File: src/rtl/assert_macros.svh
// ----------------------------------------------------------------------------
// Assertion macros
// Shared concurrent assertion helpers for the row decoder RTL.
// ----------------------------------------------------------------------------
`ifndef ASSERT_MACROS_SVH
`define ASSERT_MACROS_SVH

`ifndef SYNTHESIS

// Checks a property on every rising clock edge outside reset.
`define LRD_ASSERT(lbl, clk, rst_n, prop, msg) \
    lbl: assert property (@(posedge clk) disable iff (!(rst_n)) (prop)) else $error(msg);

// Checks that a condition implies a consequence in the same cycle.
`define LRD_ASSERT_IMPL(lbl, clk, rst_n, ante, cons, msg) \
    lbl: assert property (@(posedge clk) disable iff (!(rst_n)) (ante) |-> (cons)) \
        else $error(msg);

`else

`define LRD_ASSERT(lbl, clk, rst_n, prop, msg)
`define LRD_ASSERT_IMPL(lbl, clk, rst_n, ante, cons, msg)

`endif

`endif

File: src/rtl/lrd_pkg.sv
// ----------------------------------------------------------------------------
// Row decoder package
// Field widths, limits, command bytes and the transaction structs of the decoder.
// ----------------------------------------------------------------------------
`default_nettype none

package lrd_pkg;

    // Field widths.
    localparam int CFG_W   = 13;
    localparam int BYTE_W  = 8;
    localparam int RUN_W   = 13;
    localparam int BLANK_W = 12;

    // Count saturation and reset row width.
    localparam logic [RUN_W-1:0] COUNT_SAT     = 13'd4096;
    localparam logic [CFG_W-1:0] ROW_WIDTH_RST = 13'd64;

    // Command bytes of the run-length body.
    localparam logic [BYTE_W-1:0] CH_DEAD    = 8'h62;  // 'b'
    localparam logic [BYTE_W-1:0] CH_LIVE    = 8'h6F;  // 'o'
    localparam logic [BYTE_W-1:0] CH_ROW_END = 8'h24;  // '$'
    localparam logic [BYTE_W-1:0] CH_PAT_END = 8'h21;  // '!'
    localparam logic [BYTE_W-1:0] CH_ZERO    = 8'h30;  // '0'
    localparam logic [BYTE_W-1:0] CH_NINE    = 8'h39;  // '9'

    // One registered input byte.
    typedef struct packed {
        logic              valid;
        logic [BYTE_W-1:0] data;
    } t_in_item;

    // One decoded run.
    typedef struct packed {
        logic               cell_alive;
        logic [RUN_W-1:0]   run_length;
        logic               row_end;
        logic [BLANK_W-1:0] blank_rows;
        logic               pattern_end;
    } t_result;

endpackage

`default_nettype wire

File: src/rtl/lrd_byte_if.sv
// ----------------------------------------------------------------------------
// Byte channel interface
// Valid/ready channel that carries one byte of the encoded body.
// ----------------------------------------------------------------------------
`default_nettype none

interface lrd_byte_if;
    import lrd_pkg::*;

    logic              valid;
    logic              ready;
    logic [BYTE_W-1:0] in_byte;

    modport source (output valid, output in_byte, input ready);
    modport sink   (input valid, input in_byte, output ready);
endinterface

`default_nettype wire

File: src/rtl/lrd_run_if.sv
// ----------------------------------------------------------------------------
// Run channel interface
// Valid/ready channel that carries one decoded run.
// ----------------------------------------------------------------------------
`default_nettype none

interface lrd_run_if;
    import lrd_pkg::*;

    logic               valid;
    logic               ready;
    logic               cell_alive;
    logic [RUN_W-1:0]   run_length;
    logic               row_end;
    logic [BLANK_W-1:0] blank_rows;
    logic               pattern_end;

    modport source (output valid, output cell_alive, output run_length, output row_end,
                    output blank_rows, output pattern_end, input ready);
    modport sink   (input valid, input cell_alive, input run_length, input row_end,
                    input blank_rows, input pattern_end, output ready);
endinterface

`default_nettype wire

File: src/rtl/lrd_in_stage.sv
// ----------------------------------------------------------------------------
// Input register stage
// Holds one accepted byte until the decode engine takes it.
// ----------------------------------------------------------------------------
`default_nettype none

module lrd_in_stage (
    input  logic                      i_clk,
    input  logic                      i_rst_n,
    input  logic                      i_valid,
    input  logic [lrd_pkg::BYTE_W-1:0] i_data,
    output logic                      o_ready,
    input  logic                      i_take,
    output lrd_pkg::t_in_item         o_item
);
    import lrd_pkg::*;

    logic              r_valid;
    logic [BYTE_W-1:0] r_data;
    logic              w_load;

    // The register is free when empty or when the engine takes its byte.
    assign o_ready = !r_valid || i_take;
    assign w_load  = i_valid && o_ready;

    always_ff @(posedge i_clk) begin
        if (!i_rst_n) begin
            r_valid <= 1'b0;
        end else if (o_ready) begin
            r_valid <= i_valid;
        end
    end

    always_ff @(posedge i_clk) begin
        if (w_load) begin
            r_data <= i_data;
        end
    end

    assign o_item.valid = r_valid;
    assign o_item.data  = r_data;

endmodule

`default_nettype wire

File: src/rtl/lrd_engine.sv
// ----------------------------------------------------------------------------
// Decode engine
// Builds the run count, tracks the column and registers one run per command.
// ----------------------------------------------------------------------------
`default_nettype none

`include "assert_macros.svh"

module lrd_engine #(
    parameter int MAX_WIDTH = 4096
) (
    input  logic                      i_clk,
    input  logic                      i_rst_n,
    input  logic [lrd_pkg::CFG_W-1:0] i_row_width,
    input  lrd_pkg::t_in_item         i_item,
    output logic                      o_take,
    input  logic                      i_out_ready,
    output logic                      o_out_valid,
    output lrd_pkg::t_result          o_result
);
    import lrd_pkg::*;

    // Largest width the column logic can reach.
    localparam int WMAX_I = (MAX_WIDTH > ((1 << CFG_W) - 1)) ? ((1 << CFG_W) - 1) : MAX_WIDTH;
    localparam logic [CFG_W-1:0] WCLAMP = CFG_W'(WMAX_I);

    logic [RUN_W-1:0] r_run_count;
    logic             r_count_present;
    logic [CFG_W-1:0] r_column;
    logic             r_out_valid;
    t_result          r_result;

    logic [RUN_W-1:0] n_run_count;
    logic             n_count_present;
    logic [CFG_W-1:0] n_column;
    t_result          n_result;
    logic             w_emit;

    logic             w_digit;
    logic [RUN_W+3:0] w_prod;
    logic [CFG_W-1:0] w_width;
    logic [CFG_W-1:0] w_left;
    logic [RUN_W-1:0] w_req;
    logic [RUN_W-1:0] w_run;
    logic [BLANK_W-1:0] w_blanks;

    // A byte moves on whenever the result register can take a new run.
    assign o_take = i_item.valid && (!r_out_valid || i_out_ready);

    // Effective width and the columns left in the current row.
    always_comb begin
        if (i_row_width == '0) begin
            w_width = CFG_W'(1);
        end else if (i_row_width > WCLAMP) begin
            w_width = WCLAMP;
        end else begin
            w_width = i_row_width;
        end
        w_left = (r_column >= w_width) ? '0 : (w_width - r_column);
    end

    // Count times ten plus the new digit, by shift and add.
    assign w_digit = (i_item.data >= CH_ZERO) && (i_item.data <= CH_NINE);
    assign w_prod  = ({4'b0, r_run_count} << 3) + ({4'b0, r_run_count} << 1)
                   + {{(RUN_W){1'b0}}, i_item.data[3:0]};

    // Requested run length, clipped to the row.
    assign w_req = r_count_present ? r_run_count : RUN_W'(1);
    assign w_run = (w_req > w_left) ? w_left : w_req;

    // Blank rows from a count before the row terminator.
    assign w_blanks = (r_count_present && (r_run_count > RUN_W'(1)))
                    ? BLANK_W'(r_run_count - RUN_W'(1)) : '0;

    // Command decode and next state.
    always_comb begin
        n_run_count          = r_run_count;
        n_count_present      = r_count_present;
        n_column             = r_column;
        w_emit               = 1'b0;
        n_result.cell_alive  = 1'b0;
        n_result.run_length  = w_left;
        n_result.row_end     = 1'b1;
        n_result.blank_rows  = '0;
        n_result.pattern_end = 1'b0;
        case (i_item.data)
            CH_DEAD, CH_LIVE: begin
                w_emit              = 1'b1;
                n_result.cell_alive = (i_item.data == CH_LIVE);
                n_result.run_length = w_run;
                n_result.row_end    = 1'b0;
                n_column            = r_column + w_run;
                n_run_count         = '0;
                n_count_present     = 1'b0;
            end
            CH_ROW_END: begin
                w_emit              = 1'b1;
                n_result.blank_rows = w_blanks;
                n_column            = '0;
                n_run_count         = '0;
                n_count_present     = 1'b0;
            end
            CH_PAT_END: begin
                w_emit               = 1'b1;
                n_result.pattern_end = 1'b1;
                n_column             = '0;
                n_run_count          = '0;
                n_count_present      = 1'b0;
            end
            default: begin
                if (w_digit) begin
                    n_run_count     = (w_prod > (RUN_W + 4)'(COUNT_SAT))
                                    ? COUNT_SAT : w_prod[RUN_W-1:0];
                    n_count_present = 1'b1;
                end
            end
        endcase
    end

    // Decoder state advances on each byte the engine takes.
    always_ff @(posedge i_clk) begin
        if (!i_rst_n) begin
            r_run_count     <= '0;
            r_count_present <= 1'b0;
            r_column        <= '0;
            r_out_valid     <= 1'b0;
        end else begin
            if (o_take) begin
                r_run_count     <= n_run_count;
                r_count_present <= n_count_present;
                r_column        <= n_column;
            end
            if (o_take) begin
                r_out_valid <= w_emit;
            end else if (i_out_ready) begin
                r_out_valid <= 1'b0;
            end
        end
    end

    // Result payload.
    always_ff @(posedge i_clk) begin
        if (o_take && w_emit) begin
            r_result <= n_result;
        end
    end

    assign o_out_valid = r_out_valid;
    assign o_result    = r_result;

    `LRD_ASSERT(a_count_sat, i_clk, i_rst_n, r_run_count <= COUNT_SAT, "run count over limit")
    `LRD_ASSERT_IMPL(a_count_clear, i_clk, i_rst_n, !r_count_present, r_run_count == '0, "stale count")
    `LRD_ASSERT_IMPL(a_pend_row, i_clk, i_rst_n, r_out_valid && r_result.pattern_end, r_result.row_end, "pattern end without row end")
    `LRD_ASSERT_IMPL(a_blank_row, i_clk, i_rst_n, r_out_valid && (r_result.blank_rows != '0), r_result.row_end, "blank rows without row end")
    `LRD_ASSERT(a_col_reset, i_clk, i_rst_n, (o_take && w_emit && n_result.row_end) |=> (r_column == '0), "column not cleared at row end")

endmodule

`default_nettype wire

File: src/rtl/life_rle_row_decoder.sv
// ----------------------------------------------------------------------------
// Run-length pattern row decoder
// A byte is held in the input byte register, then its run in the engine's result register.
// Throughput: one byte per cycle while the run channel is not stalled.
// Reset: synchronous active-low; clears count and column, row width to 64.
// ----------------------------------------------------------------------------
`default_nettype none

module life_rle_row_decoder #(
    parameter int MAX_WIDTH = 4096
) (
    input  logic                      i_clk,
    input  logic                      i_rst_n,
    input  logic                      i_cfg_we,
    input  logic [lrd_pkg::CFG_W-1:0] i_cfg_wdata,
    lrd_byte_if.sink                  i_byte_ch,
    lrd_run_if.source                 o_run_ch
);
    import lrd_pkg::*;

    logic [CFG_W-1:0] r_row_width;
    t_in_item         w_item;
    logic             w_take;
    logic             w_out_valid;
    t_result          w_result;

    // Row width register.
    always_ff @(posedge i_clk) begin
        if (!i_rst_n) begin
            r_row_width <= ROW_WIDTH_RST;
        end else if (i_cfg_we) begin
            r_row_width <= i_cfg_wdata;
        end
    end

    // Input byte register.
    lrd_in_stage u_in_stage (
        .i_clk   (i_clk),
        .i_rst_n (i_rst_n),
        .i_valid (i_byte_ch.valid),
        .i_data  (i_byte_ch.in_byte),
        .o_ready (i_byte_ch.ready),
        .i_take  (w_take),
        .o_item  (w_item)
    );

    // Decode and result register.
    lrd_engine #(
        .MAX_WIDTH (MAX_WIDTH)
    ) u_engine (
        .i_clk       (i_clk),
        .i_rst_n     (i_rst_n),
        .i_row_width (r_row_width),
        .i_item      (w_item),
        .o_take      (w_take),
        .i_out_ready (o_run_ch.ready),
        .o_out_valid (w_out_valid),
        .o_result    (w_result)
    );

    // Result transaction.
    assign o_run_ch.valid       = w_out_valid;
    assign o_run_ch.cell_alive  = w_result.cell_alive;
    assign o_run_ch.run_length  = w_result.run_length;
    assign o_run_ch.row_end     = w_result.row_end;
    assign o_run_ch.blank_rows  = w_result.blank_rows;
    assign o_run_ch.pattern_end = w_result.pattern_end;

endmodule

`default_nettype wire

File: src/flat_wrapper.sv
// flat-port wrapper written by rule: the top's interface ports become plain ports
module life_rle_row_decoder_flat import lrd_pkg::*;
#(
    parameter int MAX_WIDTH = 4096
)
  (i_clk, i_rst_n, i_cfg_we, i_cfg_wdata, i_byte_ch_valid, i_byte_ch_in_byte, i_byte_ch_ready, o_run_ch_valid, o_run_ch_cell_alive, o_run_ch_run_length, o_run_ch_row_end, o_run_ch_blank_rows, o_run_ch_pattern_end, o_run_ch_ready);
  lrd_byte_if i_byte_ch_i ();
  lrd_run_if o_run_ch_i ();
  input  logic i_clk;
  input  logic i_rst_n;
  input  logic i_cfg_we;
  input  logic [lrd_pkg::CFG_W-1:0] i_cfg_wdata;
  input wire logic [$bits(i_byte_ch_i.valid)-1:0] i_byte_ch_valid;
  input wire logic [$bits(i_byte_ch_i.in_byte)-1:0] i_byte_ch_in_byte;
  output wire logic [$bits(i_byte_ch_i.ready)-1:0] i_byte_ch_ready;
  output wire logic [$bits(o_run_ch_i.valid)-1:0] o_run_ch_valid;
  output wire logic [$bits(o_run_ch_i.cell_alive)-1:0] o_run_ch_cell_alive;
  output wire logic [$bits(o_run_ch_i.run_length)-1:0] o_run_ch_run_length;
  output wire logic [$bits(o_run_ch_i.row_end)-1:0] o_run_ch_row_end;
  output wire logic [$bits(o_run_ch_i.blank_rows)-1:0] o_run_ch_blank_rows;
  output wire logic [$bits(o_run_ch_i.pattern_end)-1:0] o_run_ch_pattern_end;
  input wire logic [$bits(o_run_ch_i.ready)-1:0] o_run_ch_ready;
  assign i_byte_ch_i.valid = i_byte_ch_valid;
  assign i_byte_ch_i.in_byte = i_byte_ch_in_byte;
  assign i_byte_ch_ready = i_byte_ch_i.ready;
  assign o_run_ch_valid = o_run_ch_i.valid;
  assign o_run_ch_cell_alive = o_run_ch_i.cell_alive;
  assign o_run_ch_run_length = o_run_ch_i.run_length;
  assign o_run_ch_row_end = o_run_ch_i.row_end;
  assign o_run_ch_blank_rows = o_run_ch_i.blank_rows;
  assign o_run_ch_pattern_end = o_run_ch_i.pattern_end;
  assign o_run_ch_i.ready = o_run_ch_ready;
  life_rle_row_decoder #(.MAX_WIDTH(MAX_WIDTH)) u_core (.i_clk(i_clk), .i_rst_n(i_rst_n), .i_cfg_we(i_cfg_we), .i_cfg_wdata(i_cfg_wdata), .i_byte_ch(i_byte_ch_i), .o_run_ch(o_run_ch_i));
endmodule
File: config.mk
export PLATFORM = sky130hd
export DESIGN_NAME = life_rle_row_decoder_flat
export DESIGN_NICKNAME = d
export VERILOG_FILES = /design/src/rtl/lrd_pkg.sv /design/src/rtl/lrd_byte_if.sv /design/src/rtl/lrd_run_if.sv /design/src/rtl/lrd_in_stage.sv /design/src/rtl/lrd_engine.sv /design/src/rtl/life_rle_row_decoder.sv /design/src/flat_wrapper.sv
export VERILOG_INCLUDE_DIRS = /design/src /design/src/rtl
export SDC_FILE = /design/constraint.sdc
export NUM_CORES = 1
export LEC_CHECK = 0
export ABC_AREA = 1
export BUFFER_PORTS_ARGS = -buffer_cell sky130_fd_sc_hd__buf_2
export CORE_ASPECT_RATIO = 1.25
export CORE_MARGIN = 2
export CORE_UTILIZATION = 38
export DETAILED_ROUTE_END_ITERATION = 8
export GPL_TIMING_DRIVEN = 0
export HOLD_SLACK_MARGIN = 0.08
export PLACE_DENSITY = 0.54
export SLEW_MARGIN = 20
export SYNTH_ARGS = -nofsm -noshare
export SYNTH_HDL_FRONTEND = slang
export SYNTH_SLANG_ARGS = --single-unit
File: constraint.sdc
create_clock -name i_clk -period 5.95 [get_ports i_clk]
set_input_delay 1.19 -clock i_clk [delete_from_list [all_inputs] [get_ports i_clk]]
set_output_delay 1.19 -clock i_clk [all_outputs]
set_load 0.03 [all_outputs]
# After elaboration in Yosys (flattened, before gate mapping)
# Index checks and enable logic that the tools add are counted.
# totals
register_bits	78
out_inout_bits	30
in_bits	26
wordCells	63
# classes
reduce_logical	19
order_cmp	7
n_mux	16
eq_ne	4
n_addsub	5
# op_table
operator	count
$mux W13	8
$pmux W13 S2	1
$add A16 B14 Y17	1
$add A17 B4 Y17	1
$gt A17 B13 Y1 const B	1
$eq A8 B6 Y1 const B	2
$eq A8 B7 Y1 const B	2
$mux W14	1
$add A13 B13 Y13	1
$ge A13 B13 Y1	1
$gt A13 B1 Y1 const B	1
$gt A13 B13 Y1	1
$gt A13 B13 Y1 const B	1
$logic_not A13 Y1	1
$sub A13 B13 Y13	1
$sub A12 B1 Y12 const B	1
$ge A8 B6 Y1 const B	1
$le A8 B6 Y1 const B	1
$mux W1	6
$reduce_and A2 Y1	3
$reduce_bool A2 Y1	3
$logic_and A1 B1 Y1	5
$reduce_or A2 Y1	2
$reduce_or A4 Y1	1
2 further kinds	4

# Logic depth before layout (Yosys ltp)
# Gate-level depths: netlist of run 1.
# depth
ltp_word	9
depth_mapped	37

# Hierarchy
# From an unflattened synthesis of run 1, not the netlist that was laid out.
# unflattened
hier_cells	882
area_unflattened_um2	6296.0
# by_module_without_submodules
module	cells_each	area_each_um2	seq_area_each_um2	n_inst
lrd_engine	785	5454.0	1401.3	1
life_rle_row_decoder	81	543.0	260.2	1
lrd_in_stage	16	299.0	260.2	1

# Worst setup path before layout of run 1
# No wires, ideal clock.
# synth_timing
kind	register to register
startpoint	register u_core.r_row_width[0]
endpoint	register u_core.u_engine.r_column[9]
t_arrival_ns	4.904
stages_incl_launch_ff	35
path_slack_ns	0.914
path_buffers	2
required_ns	5.818
period_less_slack_ns	5.036
cell_sequence	dfxtp_1 -> nor4_1 -> nand3_1 -> nand2_1 -> clkinv_1 -> nor2_1 -> ha_1 -> nand2_1 -> nor2_1 -> nand2_1 -> nand3_2 -> nand2_2 -> nand2_1 -> a31oi_1 -> xnor2_1 -> nand2_1 -> ha_1 -> nand4_1 -> nor3_1 -> o21ai_0 -> nand2_1 -> nand2_1 -> buf_2 -> buf_4 -> nand2_1 -> o21ai_0 -> ha_1 -> nand3_1 -> nand2_1 -> a21oi_1 -> o21ai_0 -> a31oi_1 -> or2_2 -> nand3_1 -> a21oi_1
# synth_between
elab_chain_len	9
# synth_rtl
item	line	text
from (decl)	life_rle_row_decoder.sv:21	logic [CFG_W-1:0] r_row_width;
from (signal assigned)	life_rle_row_decoder.sv:32	r_row_width <= i_cfg_wdata;
$gt A13 B13 Y1	lrd_engine.sv:54	end else if (i_row_width > WCLAMP) begin
$mux W13	lrd_engine.sv:54	
$mux W13 *	lrd_engine.sv:52	if (i_row_width == '0) begin
$sub A13 B13 Y13 / $ge A13 B13 Y1 (equally long branches)	lrd_engine.sv:59	w_left = (r_column >= w_width) ? '0 : (w_width - r_column);
$mux W13 *	lrd_engine.sv:59	
$gt A13 B13 Y1	lrd_engine.sv:69	assign w_run = (w_req > w_left) ? w_left : w_req;
$mux W13 *	lrd_engine.sv:69	
$add A13 B13 Y13 *	lrd_engine.sv:92	n_column = r_column + w_run;
$pmux W13 S2 *	lrd_engine.sv:86	case (i_item.data)
to (signal assigned)	lrd_engine.sv:131	r_column <= n_column;
to (decl)	lrd_engine.sv:29	logic [CFG_W-1:0] r_column;
# Mark *: on every way between the ends. The rest lies on a longest branch, timed or not.
# A chain may end at the register's enable or synchronous reset.

# Worst setup path after layout of run 1
# layout_timing
startpoint	register u_core.r_row_width[11]
endpoint	register u_core.u_engine.r_column[9]
# The elaborated chain is that of the path after synthesis.

==> flow_summary.yaml, run 1 <==
clock_network:
  cts_hold_buf: 0
  cts_root_buf: "clkbuf_16"
  cts_sinks: 78
  clk_latency_ns: 0.35
  path_clk_slew_ns: 0.06
  htree_levels: 3
  cts_tree: "built"
  cts_buffer_depth: 2
  numCtsBuffers: 9
global_routing:
  grt_max_degree: 32
  grt_pass1_vias: 5371
  antenna_found_initial: 0
  grt_pass1_wl_mm: 26.08
  grt_overflow: 0
  track_usage_pct: 19.69
setup_path:
  r2r-end: "u_core.u_engine.r_column[9]$_SDFFE_PN0P_"
  r2r-start: "u_core.r_row_width[11]$_SDFFE_PN0P_"
  crit_top_cell: "nand2_1"
  cp_data_required_time_ns: 6.17
  max_stage_delay_ns: 0.37
  worst_r2r_path_depth: 34
  startpoint_type: "flop"
  end_kind: "flop"
  arrival_ns: 5.72
  crit_start: "u_core.r_row_width[11]$_SDFFE_PN0P_"
  critPathMaxFanout: 10
  worstSetupEndpoint: "u_core.u_engine.r_column[9]$_SDFFE_PN0P_"
  worstSetupPathType: "flop to flop"
  r2r_slack_ns: 0.45
  slowest_stage: "ha_1"
sta:
  tightest_slew_ns: 0.7073
  post-route-min-period_ns: 5.504
  period_share_pct: 92.50
  relSlewSlack_pct: 52.85
  fin_worst_skew_ns: 0.007537
  finalHoldViolations: 0
  fmax_ghz: 0.1817
  tns_ns: 0
  report.final.slew_viol_count: 0
  setup_violations: 0
drt:
  avgRoutedWirePerCell_um: 14.22
  wl_met3_um: 391
  first_pass_iters: 5
  met2_length_mm: 8.315
  routed.top_layer: "met4"
  wl_met1_mm: 6.954
  drt_iter0_markers: 245
  viasPerCell: 4.883
  drcViolationCount: 0
  drt_wl_total_mm: 16.14
  ant_nets: 0
  via_count: 5542
power_and_ir_drop:
  power_density_nw_per_um2: 200.0
  leakagePower_nw: 3.427
  ir_worst_vdd_v: 0.00009816
  power.total_mw: 1.421
synth:
  synth_cell_type_count: 40
  synth.area.top_cells: "edfxtp_1 18%, ha_1 14%, dfxtp_1 14%"
  postSynthAreaPerCell_sq_um: 7.186
  ys_async_sr_fraction_pct: 0
  ys_seq_area_share_pct: 31.80
  ys_warn_count: 0
  synth_edf_count: 36
  yosysTopAreaCell: "edfxtp_1"
  ys_seq_elements: 78
  netlist_instances: 841
  synth_nets: 939
  synth.cell_area_sq_um: 6043
  synth_ff_type: "dfxtp_1"
  synth_top_area_share_pct: 17.89
placement:
  dp_hpwl_mm: 12.93
  gp_congestion: 0.8678
  port_buffers: 55
floorplan:
  dieArea_sq_um: 16930
  dieHeight_um: 145.0
  ios: 56
  start_util_pct: 38.81
  die_x_um: 116.8
  core_sq_um: 15570
  placementRows: 51
final_layout:
  layout.nets: 1016
  drive_above_1_share_pct: 14.52
  areaGrowthSynthToFinish_pct: 17.56
  antenna_cells: 0
flow_run:
  drv_cap: 0
worst_hold_path:
  hold_path_class: "flop to flop"
status:
  outcome: "finished clean"
[sequential cells by signal, summed over array words and instances (netlist names)]
name and flops:
u_core.u_engine.r_column 13, u_core.u_in_stage.r_data 8, u_core.r_row_width 13, u_core.u_engine.o_result 28, u_core.u_in_stage.r_valid 1, u_core.u_engine.o_out_valid 1, u_core.u_engine.r_run_count 13, u_core.u_engine.r_count_present 1
[synth_stat cells, types with 2 or more instances]
cell	number
nand2_1	194
inv_1	118
a21oi_1	79
nor2_1	79
ha_1	68
nand3_1	59
o21ai_0	50
dfxtp_1	42
edfxtp_1	36
xor2_1	14
clkbuf_1	10
nor3_1	8
xnor2_1	8
nand4_1	7
o21ai_2	7
a31oi_1	6
nor4_1	6
o21ai_1	5
o21bai_1	5
or2_2	5
fa_1	4
nand3b_1	4
buf_4	3
inv_2	3
a21oi_4	2
buf_2	2
nor2_2	2
o21a_1	2
or2_4	2
[logic make-up (layout without fill, tap and decap cells)]
| group | Yosys count | count (layout) | synth area share (%) |
|---|---|---|---|
| adders and majority gates | 72 | 72 | 15.40 |
| buffers and inverters | 138 | 220 | 8.923 |
| DFF | 78 | 78 | 31.80 |
| AOI/OAI and AO/OA | 161 | 161 | 14.76 |
| xor gates and xnor gates | 22 | 22 | 3.188 |
| and+or+nand+nor | 370 | 370 | 25.92 |
[worst max-delay path: cells and delay by family (launching register included)]
| kind | cells | cell delay (ns) |
|---|---|---|
| buffers and inverters | 3 | 0.40 |
| AND/OR/NAND/NOR | 20 | 2.63 |
| flip-flops | 1 | 0.33 |
| XOR/XNOR | 1 | 0.19 |
| AO/OA/AOI/OAI | 7 | 0.87 |
| adder cells (fa/ha/maj) | 3 | 0.94 |
[metal layers]
metal	global-route usage (%)	up-vias
li1	-	2943
met1	23.44	2495
met2	34.60	82
met3	2.673	22
met4	8.529	0
met5	0	-
[repair_timing]
item | CTS | global route
setup endpoints to repair | 6 | 10
resized for setup | 5 | 35
buffers inserted | 0 | 11
pin swaps | 0 | 19
[cell type report]
| cell class | instances | area, sq um |
|---|---|---|
| well taps | 212 | 265.3 |
| clock inverters | 6 | 62.56 |
| repair buffers | 66 | 357.8 |
| fillers | 1690 | 8466 |
| flip-flops and latches | 78 | 1922 |
| plain buffers | 16 | 87.58 |
| multi-input cells | 625 | 3720 |
| inverters | 122 | 460.4 |
| clock buffers | 10 | 229.0 |
[how the worst min path moves through the flow]
stage	endpoint	cells after the start	slack (ns)	from
final	u_core.r_row_width[8]$_SDFFE_PN0P_	2	0.49	u_core.r_row_width[8]$_SDFFE_PN0P_
after CTS	u_core.r_row_width[8]$_SDFFE_PN0P_	2	0.48	u_core.r_row_width[8]$_SDFFE_PN0P_
after global placement	u_core.r_row_width[8]$_SDFFE_PN0P_	2	0.46	u_core.r_row_width[8]$_SDFFE_PN0P_
after floorplan	u_core.r_row_width[3]$_SDFFE_PN0P_	2	0.45	u_core.r_row_width[3]$_SDFFE_PN0P_
after detailed placement	u_core.r_row_width[8]$_SDFFE_PN0P_	2	0.47	u_core.r_row_width[8]$_SDFFE_PN0P_
after global routing	u_core.r_row_width[8]$_SDFFE_PN0P_	2	0.50	u_core.r_row_width[8]$_SDFFE_PN0P_
[layout by cell type, fill, tap and decap left out, drive strengths merged, types with 2 or more instances in the layout]
cell type	Yosys	routed
nor3	8	8
xnor2	8	8
buf	6	72
clkinvlp	0	2
nand3	60	60
o21bai	5	5
inv	121	122
a21oi	81	81
clkinv	1	3
nor2	82	82
nand3b	4	4
nand2	195	195
nor4	6	6
fa	4	4
dfxtp	42	42
nand4	7	7
or2	8	8
clkbuf	10	20
a31oi	6	6
xor2	14	14
o21a	2	2
ha	68	68
o21ai	62	62
edfxtp	36	36
[metrics by stage]
stage	hold slack, ns	utilization (%)	cells	area (sq um)	worst slack (ns)
global placement	0.4612	42.29	1108	6584	-0.2978
detailed placement	0.4674	42.29	1108	6584	-0.3208
finish	0.4888	45.63	1135	7104	0.4463
CTS	0.4780	44.23	1124	6887	0.05715
floorplan	0.4478	-	841	6043	0.9142
global route	0.5015	45.63	1135	7104	-0.04241
[where the power goes]
part / internal, mW / switching (mW) / leakage [nW]
clock network: 0.323 / 0.226 / 0.136
logic: 0.109 / 0.177 / 2.58
registers: 0.576 / 0.00987 / 0.710
No activity file was read; power rests on OpenSTA's default activity.
==> run 2, diff against run 1 <==
--- a/config.mk
+++ b/config.mk
@@ -6,9 +6,8 @@
 export SDC_FILE = /design/constraint.sdc
 export NUM_CORES = 1
 export LEC_CHECK = 0
-export ABC_AREA = 1
+export ABC_AREA = 0
 export BUFFER_PORTS_ARGS = -buffer_cell sky130_fd_sc_hd__buf_2
-export CORE_ASPECT_RATIO = 1.25
 export CORE_MARGIN = 2
 export CORE_UTILIZATION = 38
 export DETAILED_ROUTE_END_ITERATION = 8
==> run 2 against run 1 <==
Against the previous run: clock skew rose by 0.0019 ns; fmax fell by 4.6%; worst setup slack got worse by 0.27 ns; core utilization grew 0.59 points; sequential power barely moved; synthesized cell count decreased by 25%; clock power fell by 4.6%; non-clock buffer count grew 4; global-route usage fell by 0.80 points; via count fell by 12%; critical endpoint is now u_core.u_engine.r_column[12]$_SDFFE_PN0P_.
==> flow_summary.yaml, run 2 <==
status:
  outcome: "finished clean"
synth:
  ys_warn_count: 0
  synth_top_family_by_area: "simple AND/OR/NAND/NOR gates"
  synth_cell_type_count: 69
  synth_ff_type: "dfxtp_1"
  synth_edf_count: 36
  synthSimpleGateAreaFrac_pct: 19.70
  ys_async_sr_fraction_pct: 0
  ys_seq_elements: 78
  synth_adder_area_share_pct: 16.07
  netlist_instances: 627
  synthTopCellsByCount: "68 x ha_1, 49 x nand2_1, 42 x dfxtp_1"
  postSynthAreaPerCell_sq_um: 9.239
  synth.area.top_cells: "edfxtp_1 19%, ha_1 15%, dfxtp_1 15%"
  synth.cell_area_sq_um: 5793
  yosysTopAreaCell: "edfxtp_1"
  synth_compound_area_share_pct: 17.15
  synth_mux_area_share_pct: 5.551
  synth_top_area_share_pct: 18.66
  ys_seq_area_share_pct: 33.17
  yosysMostFrequentCell: "ha_1"
  synth_nets: 725
  synth-xor-area-share_pct: 4.536
setup_path:
  startpoint_type: "flop"
  arrival_ns: 6.01
  r2r-end: "u_core.u_engine.r_column[12]$_SDFFE_PN0P_"
  worstSetupPathType: "flop to flop"
  max_stage_delay_ns: 0.36
  r2r_slack_ns: 0.18
  critPathMaxFanout: 8
  cp_data_required_time_ns: 6.18
  end_kind: "flop"
  crit_top_cell: "ha_4"
  slowest_stage: "dfxtp_4"
  worst_r2r_path_depth: 29
  r2r-start: "u_core.r_row_width[4]$_SDFFE_PN0P_"
sta:
  period_share_pct: 97.00
  report.final.slew_viol_count: 0
  setup_violations: 0
  fin_worst_skew_ns: 0.009447
  fmax_ghz: 0.1733
  tightest_slew_ns: 0.7051
  post-route-min-period_ns: 5.772
  rsz0062_at_grt: "yes"
  finalHoldViolations: 0
  holdWs_ns: 0.4925
  relSlewSlack_pct: 53.00
final_layout:
  antenna_cells: 0
  area.sequential_sq_um: 1931
  layout.nets: 802
  num-fill-cells: 1410
  drive_above_1_share_pct: 21.02
  largest_register_ff_count: 28
  layout_commonest_cell: "ha_1"
  areaGrowthSynthToFinish_pct: 19.94
  final_cell_mix: "63 x ha_1, 56 x buf_2, 46 x nand2_1, 38 x nor2_1, 38 x nor2b_1"
  multi_input_area_sq_um: 3889
global_routing:
  track_usage_pct: 18.89
  antenna_found_initial: 0
  grt_pass1_vias: 4839
  grt_pass1_wl_mm: 24.16
  grt_max_degree: 38
  grt_overflow: 0
clock_network:
  cts_root_buf: "clkbuf_16"
  path_clk_slew_ns: 0.06
  numCtsBuffers: 9
  htree_levels: 3
  cts_hold_buf: 0
  clk_latency_ns: 0.36
  cts_tree: "built"
  cts_buffer_depth: 2
  cts_sinks: 78
floorplan:
  dieHeight_um: 127.5
  core_sq_um: 15030
  ios: 56
  dieArea_sq_um: 16250
  die_x_um: 127.5
  placementRows: 45
  start_util_pct: 38.54
drt:
  first_pass_iters: 5
  via_count: 4898
  drt_iter0_markers: 223
  avgRoutedWirePerCell_um: 16.70
  ant_nets: 0
  drt_wl_total_mm: 14.98
  viasPerCell: 5.460
  drcViolationCount: 0
worst_hold_path:
  worstHoldStart: "u_core.u_engine.r_column[2]$_SDFFE_PN0P_"
  worstHoldEndpoint: "u_core.u_engine.r_column[2]$_SDFFE_PN0P_"
  hold_path_class: "flop to flop"
  worstHoldPathCells: 2
power_and_ir_drop:
  power_density_nw_per_um2: 200.8
  leakagePower_nw: 3.136
  power.total_mw: 1.395
  ir_worst_vdd_v: 0.0001416
placement:
  port_buffers: 54
  dp_hpwl_mm: 11.45
  gp_congestion: 0.8651
flow_run:
  drv_cap: 0
## run 2: worst max path at each step
stage	from	end	slack, ns	depth (start not counted)
after floorplan	u_core.r_row_width[4]$_SDFFE_PN0P_	u_core.u_engine.r_column[11]$_SDFFE_PN0P_	0.22	30
after global placement	u_core.r_row_width[1]$_SDFFE_PN0P_	u_core.u_engine.r_column[11]$_SDFFE_PN0P_	-0.81	27
after detailed placement	u_core.r_row_width[1]$_SDFFE_PN0P_	u_core.u_engine.r_column[11]$_SDFFE_PN0P_	-0.81	27
after CTS	u_core.r_row_width[5]$_SDFFE_PN0P_	u_core.u_engine.r_column[12]$_SDFFE_PN0P_	0.02	32
after global routing	u_core.r_row_width[4]$_SDFFE_PN0P_	u_core.u_engine.r_column[12]$_SDFFE_PN0P_	-0.10	29
final	u_core.r_row_width[4]$_SDFFE_PN0P_	u_core.u_engine.r_column[12]$_SDFFE_PN0P_	0.18	29
## run 2: per-stage QoR
step / cell area, sq um / setup slack (ns) / setup TNS (ns) / std cells / util [%]
after floorplan: 5793 / 0.2161 / 0 / 627 / -
after global placement: 6299 / -0.8113 / -3.763 / 869 / 41.90
after detailed placement: 6300 / -0.8078 / -4.161 / 869 / 41.91
after CTS: 6740 / 0.01975 / 0 / 889 / 44.84
after global routing: 6948 / -0.1019 / -0.1970 / 897 / 46.22
final: 6948 / 0.1782 / 0 / 897 / 46.22
## run 2: cells by family (layout without fill, tap and decap cells)
family	count (synthesis)	in the layout
AO/OA/AOI/OAI	143	143
adder cells (fa/ha/maj)	72	72
buffers and inverters	56	138
multiplexers	32	32
XOR/XNOR	30	30
flip-flops	78	78
AND/OR/NAND/NOR	216	216
## run 2: per-layer routing
layer	vias to the layer above	global-route usage [%]	part of all wire [%]
li1	2441	-	-
met4	0	6.917	1.8
met2	105	30.39	46
met1	2332	25.35	49
met5	-	0	0
met3	20	3.559	3.7
## run 2: final cells by class
type,count,area share [%]
timing repair buffer,66,5.240
clock buffer,9,3.241
clock inverter,7,0.7023
tap,188,3.386
sequential,78,27.79
buffer,20,1.711
multi-input combinational,493,55.97
inverter,36,1.963
## run 2: worst max-delay path: cells and delay by family (launching register included)
kind                       cells  cell delay (ns)
and+or+nand+nor                7             1.31
adders and majority gates      4             0.91
AOI/OAI and AO/OA             14             2.50
muxes                          1             0.16
DFF                            1             0.36
buffers and inverters          3             0.41
## run 2: where the power goes
part / internal, mW / switching (mW)
Combinational: 0.132 / 0.152
Clock: 0.282 / 0.242
Sequential: 0.575 / 0.0131
Total: 0.989 / 0.407
## run 2: what timing repair did
item / 4_1_cts / 5_1_grt
resized for setup: 39 / 37
setup buffers: 4 / 8
setup endpoints to repair: 10 / 8
pin swaps: 12 / 26
==> run 3, diff against run 2 <==
--- a/config.mk
+++ b/config.mk
@@ -8,6 +8,7 @@
 export LEC_CHECK = 0
 export ABC_AREA = 0
 export BUFFER_PORTS_ARGS = -buffer_cell sky130_fd_sc_hd__buf_2
+export CORE_ASPECT_RATIO = 1.25
 export CORE_MARGIN = 2
 export CORE_UTILIZATION = 38
 export DETAILED_ROUTE_END_ITERATION = 8
@@ -17,4 +18,5 @@
 export SLEW_MARGIN = 20
 export SYNTH_ARGS = -nofsm -noshare
 export SYNTH_HDL_FRONTEND = slang
+export SYNTH_HIERARCHICAL = 1
 export SYNTH_SLANG_ARGS = --single-unit
==> run 3 against run 2 <==
Against the previous run: count of clock-buffer cells in the layout is 1 higher; clock skew is essentially flat; worst hold slack lost 0.025 ns; core utilization up 0.68 points; fmax decreased by 1.2%; non-clock buffer count rose by 9; combinational power is 13% higher; synthesized cell count shrank 1.4%; clock power is 8.0% higher; critical endpoint is now u_core/u_engine/r_column[12]$_SDFFE_PN0P_; final area is essentially flat.
==> flow_summary.yaml, run 3 <==
status:
  outcome: "finished clean"
worst_hold_path:
  hold_path_class: "flop to flop"
drt:
  via_count: 4764
  drt_wl_total_mm: 14.75
  avgRoutedWirePerCell_um: 16.52
  first_pass_iters: 4
  viasPerCell: 5.335
  drt_iter0_markers: 206
  drcViolationCount: 0
  ant_nets: 0
global_routing:
  grt_pass1_wl_mm: 23.01
  track_usage_pct: 18.47
  use_met3_pct: 3.267
  top_usage_layer: "met2"
  grt_use_met1_pct: 21.06
  antenna_found_initial: 0
  grt_pass1_vias: 4646
  grt_overflow: 0
  use_met2_pct: 34.54
  grt_max_degree: 29
synth:
  synth_cell_type_count: 68
  synth_top_family_by_area: "simple AND/OR/NAND/NOR gates"
  synth_edf_count: 36
  ys_seq_area_share_pct: 33.71
  synth_top_area_share_pct: 18.96
  postSynthAreaPerCell_sq_um: 9.224
  synth_compound_area_share_pct: 16.11
  yosysTopAreaCell: "edfxtp_1"
  ys_async_sr_fraction_pct: 0
  synth_adder_area_share_pct: 16.33
  synth_mux_area_share_pct: 4.741
  ys_seq_elements: 78
  yosysMostFrequentCell: "ha_1"
  ys_warn_count: 6
  synth.cell_area_sq_um: 5700
  synth-xor-area-share_pct: 5.531
  synth_ff_type: "dfxtp_1"
  synthTopCellsByCount: "68 x ha_1, 52 x nand2_1, 45 x nor2_1"
  synth_nets: 716
  synthSimpleGateAreaFrac_pct: 18.94
  netlist_instances: 618
  synth.area.top_cells: "edfxtp_1 19%, ha_1 15%, dfxtp_1 15%"
floorplan:
  placementRows: 50
  die_x_um: 113.6
  dieArea_sq_um: 16000
  start_util_pct: 38.45
  core_sq_um: 14830
  dieHeight_um: 140.9
  ios: 56
clock_network:
  htree_levels: 3
  cts_buffer_depth: 2
  path_clk_slew_ns: 0.07
  cts_root_buf: "clkbuf_16"
  clk_latency_ns: 0.35
  cts_tree: "built"
  numCtsBuffers: 9
  cts_sinks: 78
final_layout:
  final_cells: 893
  drive_above_1_share_pct: 24.33
  area.sequential_sq_um: 1927
  largest_register_ff_count: 28
  areaGrowthSynthToFinish_pct: 21.97
  layout_commonest_cell: "ha_1"
  multi_input_area_sq_um: 3756
  layout.nets: 804
  final_cell_mix: "61 x ha_1, 54 x buf_2, 44 x nand2_1, 44 x nor2_1, 40 x inv_1"
  antenna_cells: 0
  num-fill-cells: 1400
sta:
  relSlewSlack_pct: 32.11
  period_share_pct: 98.15
  fin_worst_skew_ns: 0.009055
  tns_ns: 0
  tightest_slew_ns: 1.012
  report.final.slew_viol_count: 0
  fmax_ghz: 0.1712
  finalHoldViolations: 0
  post-route-min-period_ns: 5.840
  holdWs_ns: 0.4678
  setup_violations: 0
  rsz0062_at_grt: "yes"
setup_path:
  max_stage_delay_ns: 0.34
  worstSetupPathType: "flop to flop"
  slowest_stage: "fa_2"
  cp_data_required_time_ns: 6.18
  startpoint_type: "flop"
  end_kind: "flop"
  critPathMaxFanout: 7
  arrival_ns: 6.07
flow_run:
  drv_cap: 0
power_and_ir_drop:
  leakagePower_nw: 3.112
  ir_worst_vdd_v: 0.0001069
  power_density_nw_per_um2: 211.6
placement:
  port_buffers: 54
  placed_cells: 854
  dp_hpwl_mm: 11.55
  gp_congestion: 0.9292
## run 3: cell families (layout without fill, tap and decap cells)
group | Yosys count | after routing
AND/OR/NAND/NOR | 207 | 207
AO/OA/AOI/OAI | 139 | 139
flip-flops | 78 | 78
adder cells (fa/ha/maj) | 72 | 72
buffers and inverters | 59 | 152
XOR/XNOR | 36 | 36
multiplexers | 27 | 27
## run 3: path summary, 6_finish.rpt
| check | depth (start not counted) | to | slack, ns | from |
|---|---|---|---|---|
| hold / removal | 2 | u_core/u_engine/r_column[12]$_SDFFE_PN0P_ | 0.47 | u_core/u_engine/r_column[12]$_SDFFE_PN0P_ |
| hold reg to reg | 2 | u_core/u_engine/r_column[12]$_SDFFE_PN0P_ | 0.47 | u_core/u_engine/r_column[12]$_SDFFE_PN0P_ |
| setup reg to reg | 32 | u_core/u_engine/r_column[12]$_SDFFE_PN0P_ | 0.11 | u_core/r_row_width[1]$_SDFFE_PN0P_ |
| setup / recovery | 32 | u_core/u_engine/r_column[12]$_SDFFE_PN0P_ | 0.11 | u_core/r_row_width[1]$_SDFFE_PN0P_ |
## run 3: area by class of cell
| class | count | area share, % |
|---|---|---|
| buffer | 18 | 1.925 |
| clock buffer | 10 | 3.599 |
| clock inverter | 6 | 0.8278 |
| inverter | 41 | 2.213 |
| multi-input combinational | 481 | 54.02 |
| sequential | 78 | 27.71 |
| tap | 182 | 3.275 |
| timing repair buffer | 77 | 6.424 |
## run 3: power by group
group / internal [mW] / switching [mW]
Combinational: 0.148 / 0.173
Sequential: 0.574 / 0.0102
Clock: 0.319 / 0.247
Total: 1.04 / 0.430
## run 3: worst max-delay path, delay by kind of cell, from the launching register on
family	cells	cell delay, ns
AOI/OAI and AO/OA	12	1.83
xor gates and xnor gates	1	0.20
adders and majority gates	4	1.02
buffers and inverters	4	0.49
DFF	1	0.33
muxes	2	0.43
and+or+nand+nor	9	1.40
## run 3: repair_timing
action	4_1_cts	5_1_grt
resized for setup	28	37
hold buffers	0	0
pin swaps	15	24
endpoints found under the setup margin	9	6
setup buffers	11	12
## run 3: metrics by stage
stage / utilization [%] / setup slack [ns] / instance area [sq um] / total power, mW
floorplan: - / 0.2282 / 5700 / 0.7726
global placement: 41.81 / -0.8561 / 6198 / 0.8328
finish: 46.89 / 0.1099 / 6953 / 1.471
detailed placement: 41.81 / -0.8996 / 6198 / 0.8373
CTS: 45.13 / 0.01221 / 6691 / 1.451
global route: 46.89 / -0.1964 / 6953 / 1.544
## run 3: per-layer routing
| metal | vias to the layer above | part of all wire (%) |
|---|---|---|
| li1 | 2404 | - |
| met1 | 2284 | 43 |
| met2 | 63 | 53 |
| met3 | 13 | 2.1 |
| met4 | 0 | 1.9 |
| met5 | - | 0 |
